==> config.mk <==
export PLATFORM = sky130hd
export DESIGN_NAME = csrt_ram
export DESIGN_NICKNAME = d
export VERILOG_FILES = /design/src/rtl/csrt_ram.sv
export SDC_FILE = /design/constraint.sdc
export NUM_CORES = 1
export LEC_CHECK = 0
export BUFFER_PORTS_ARGS = -buffer_cell sky130_fd_sc_hd__buf_2
export CORE_ASPECT_RATIO = 2
export CORE_MARGIN = 4
export CORE_UTILIZATION = 50
export CTS_BUF_LIST = sky130_fd_sc_hd__clkbuf_4 sky130_fd_sc_hd__clkbuf_8
export DETAILED_ROUTE_END_ITERATION = 6
export PLACE_DENSITY = 0.7
export SETUP_SLACK_MARGIN = 0.5
export SYNTH_ARGS = -nofsm -noshare
export SYNTH_HDL_FRONTEND = slang
export SYNTH_SLANG_ARGS = --single-unit
==> constraint.sdc <==
create_clock -name clk_i -period 4.9 [get_ports clk_i]
set_input_delay 0.49 -clock clk_i [delete_from_list [all_inputs] [get_ports clk_i]]
set_output_delay 0.49 -clock clk_i [all_outputs]
set_load 0.1 [all_outputs]
==> src/rtl/csrt_ram.sv <==
// Generic single-port-write, single-port-read RAM with registered read data.
// Standalone; no package dependency.

module csrt_ram #(
  parameter int unsigned WIDTH = 8,
  parameter int unsigned DEPTH = 16
) (
  input  logic                                  clk_i,
  input  logic                                  we_i,
  input  logic [(DEPTH > 1 ? $clog2(DEPTH) : 1)-1:0] waddr_i,
  input  logic [WIDTH-1:0]                      wdata_i,
  input  logic                                  re_i,
  input  logic [(DEPTH > 1 ? $clog2(DEPTH) : 1)-1:0] raddr_i,
  output logic [WIDTH-1:0]                      rdata_o
);

  logic [WIDTH-1:0] mem_q [DEPTH];
  logic [WIDTH-1:0] rdata_q;

  // Write port and registered read port
  always_ff @(posedge clk_i) begin
    if (we_i) begin
      mem_q[waddr_i] <= wdata_i;
    end
    if (re_i) begin
      rdata_q <= mem_q[raddr_i];
    end
  end

  assign rdata_o = rdata_q;

endmodule

==> results.json <==
{
  "die_x_microns": 80.3,
  "diodes": 0,
  "start_kind": "input port",
  "finalHoldViolCount": 0,
  "grt_pass1_wl_microns": 14300,
  "r2r_setup_slack_ps": 3410,
  "worstMarginPinSlew_ps": 892,
  "io_pins": 27,
  "maxCapViolCount": 0,
  "drive_gt1_frac": 0.285,
  "cts-buffers-inserted": 17,
  "die_height_microns": 153,
  "place_congestion": 0.745,
  "cp_cell_sequence": "buf_2 -> buf_4 -> mux4_1 -> a22oi_1 -> nand2_1",
  "drtPass1Iterations": 4,
  "vias": 2334,
  "finalSetupViolCount": 0,
  "utilization": 0.578,
  "grt_use_total": 0.166,
  "clk_latency_ps": 430,
  "cpPeakStageDelay_ps": 630,
  "post-route-period-util": 0.381,
  "totalWireLength_microns": 9340,
  "final_cell_count_no_fill": 416,
  "fmaxAchievable_ghz": 0.535,
  "wire_per_inst_microns": 22.4,
  "start_util": 0.515,
  "drc": 0,
  "fillers": 771,
  "preCtsSetupSlack_ps": 2560,
  "slew-limit-headroom": 0.403,
  "cts.sinks": 136,
  "crit_family": "multiplexers",
  "ctsResizeCount": 0,
  "worstSetupEndpoint": "rdata_o[1]",
  "min_path_type": "in2reg",
  "antenna_left": 0,
  "ir_drop_mv": 0.334,
  "r2r-end": "rdata_o[0]",
  "cts_hold_buf": 0,
  "path_clk_slew_ps": 70,
  "h-tree-depth": 4,
  "pwr_density_cell_nw_per_um2": 403,
  "path_buf_inv": 2,
  "final_common_cell": "edfxtp_1",
  "die_area_sq_um": 12300,
  "endpoint_kind": "register",
  "crit_arrival_ps": 2060,
  "criticalPathCategory": "in2reg",
  "post_cts_buffers": 0,
  "r2r_start": "mem_q[1][0]",
  "worstRegToRegCells": 3,
  "core.rowCount": 52,
  "antenna_found_initial": 0,
  "outcome": "complete, no violations",
  "synthToLayoutAreaGrowth_pct": 12.3,
  "finalMaxSlewViolations": 0,
  "fin_skew_ps": 9.65,
  "clock_path_buffers": 2,
  "synth_fp_nets": 248,
  "postSynthAreaPerCell_sq_um": 22.8,
  "syn_inst": 229,
  "rsz0062_at_grt": "false",
  "cts_tree": "yes",
  "cts_root_buf": "clkbuf_8",
  "grt-ovfl-total": 0,
  "routed_via_density": 5.61,
  "dp_hpwl_microns": 6560,
  "grt_pass1_vias": 2526,
  "final_cell_mix": "edfxtp_1 (136), buf_2 (26), mux4_2 (18)",
  "syn_area_sq_um": 5230,
  "ys_seq_area_frac": 0.781,
  "port_buffers": 26,
  "critical_path_cell_count": 5,
  "final.setup.tns_ps": 0,
  "required_ps": 5090,
  "power_w": 0.00237,
  "grt_max_degree": 33,
  "yosysUniqueCellTypes": 18,
  "critPathMaxFanout": 32,
  "core_sq_um": 10100,
  "postLayoutSetupSlackWorst_ps": 3030,
  "period_minus_slack_ps": 1870,
  "crit_start": "raddr_i[0]",
  "yosys_warnings": 0,
  "placed_cells_incl_taps": 384,
  "slowest_stage": "mux4_1",
  "leakagePower_nw": 1.94,
  "nNetsFinal": 287,
  "drt-initial-drc-count": 195,
  "synth-seq-cells": 136
}
[how the worst min path moves through the flow]
stage | startpoint | to | slack (ps) | depth (start not counted)
3_5_place_dp | mem_q[11][2] | rdata_o[2] | 750 | 3
6_report | re_i | rdata_o[4] | 410 | 1
5_1_grt | re_i | rdata_o[4] | 400 | 1
4_1_cts | re_i | rdata_o[4] | 400 | 1
3_3_place_gp | mem_q[15][1] | rdata_o[1] | 720 | 3
2_1_floorplan | wdata_i[0] | mem_q[0][0] | 590 | 0
[kinds of logic (layout without fill, tap and decap cells)]
family                 after synthesis  count (layout)  synth area share
AOI/OAI and AO/OA                   16              16            0.0230
buffers and inverters               10              62            0.0165
DFF                                136             136             0.781
muxes                               32              32             0.148
and+or+nand+nor                     35              35            0.0314
[synth_stat cells, drive strengths merged]
cell type        n  area share
edfxtp         136        0.78
nor2            13      0.0093
clkdlybuf4s25    3      0.0057
nor2b            1      0.0012
a22oi           16       0.023
buf              7       0.011
or3b             1      0.0017
mux4            32        0.15
nand2            9      0.0065
and2b            1      0.0014
and2             1      0.0012
nand3b           2      0.0029
nand2b           2      0.0024
nor3             4      0.0038
nand3            1     0.00096
[per-stage QoR]
stage / hold slack, ps / cell area (sq um)
6_report: 411 / 5870
4_1_cts: 398 / 5870
3_5_place_dp: 745 / 5480
5_1_grt: 400 / 5870
3_3_place_gp: 722 / 5480
2_1_floorplan: 589 / 5230
[final cells by class]
cell class / instances / area (sq um) / share of cell area
sequential: 136 / 4080 / 0.696
multi-input combinational: 83 / 1060 / 0.181
clock buffer: 21 / 264 / 0.0450
tap: 135 / 169 / 0.0288
timing repair buffer: 30 / 160 / 0.0273
clock inverter: 11 / 130 / 0.0222
[sequential cells by signal (all words and copies together) (netlist names)]
signal,count
mem_q,128
rdata_o,8
[per-layer routing]
layer / up-vias / routed length, microns / global-route usage
met2: 64 / 5500 / 0.298
met4: 0 / 251 / 0.0806
met5: - / 0 / 0
met1: 1191 / 3230 / 0.176
li1: 1060 / - / -
met3: 19 / 360 / 0.0426
[worst register-to-register path: cells and delay by family (launching register included)]
kind	cells	cell delay, ps
flops	1	390
simple gates	1	90
compound gates	1	250
mux	1	510
[report_power, final]
group          internal, W  total (W)  switching [W]
logic            0.0000460   0.000150       0.000104
clock network     0.000517   0.000902       0.000385
registers          0.00131    0.00132     0.00000654
total              0.00187    0.00237       0.000495
(Power assumes the default switching activity.)
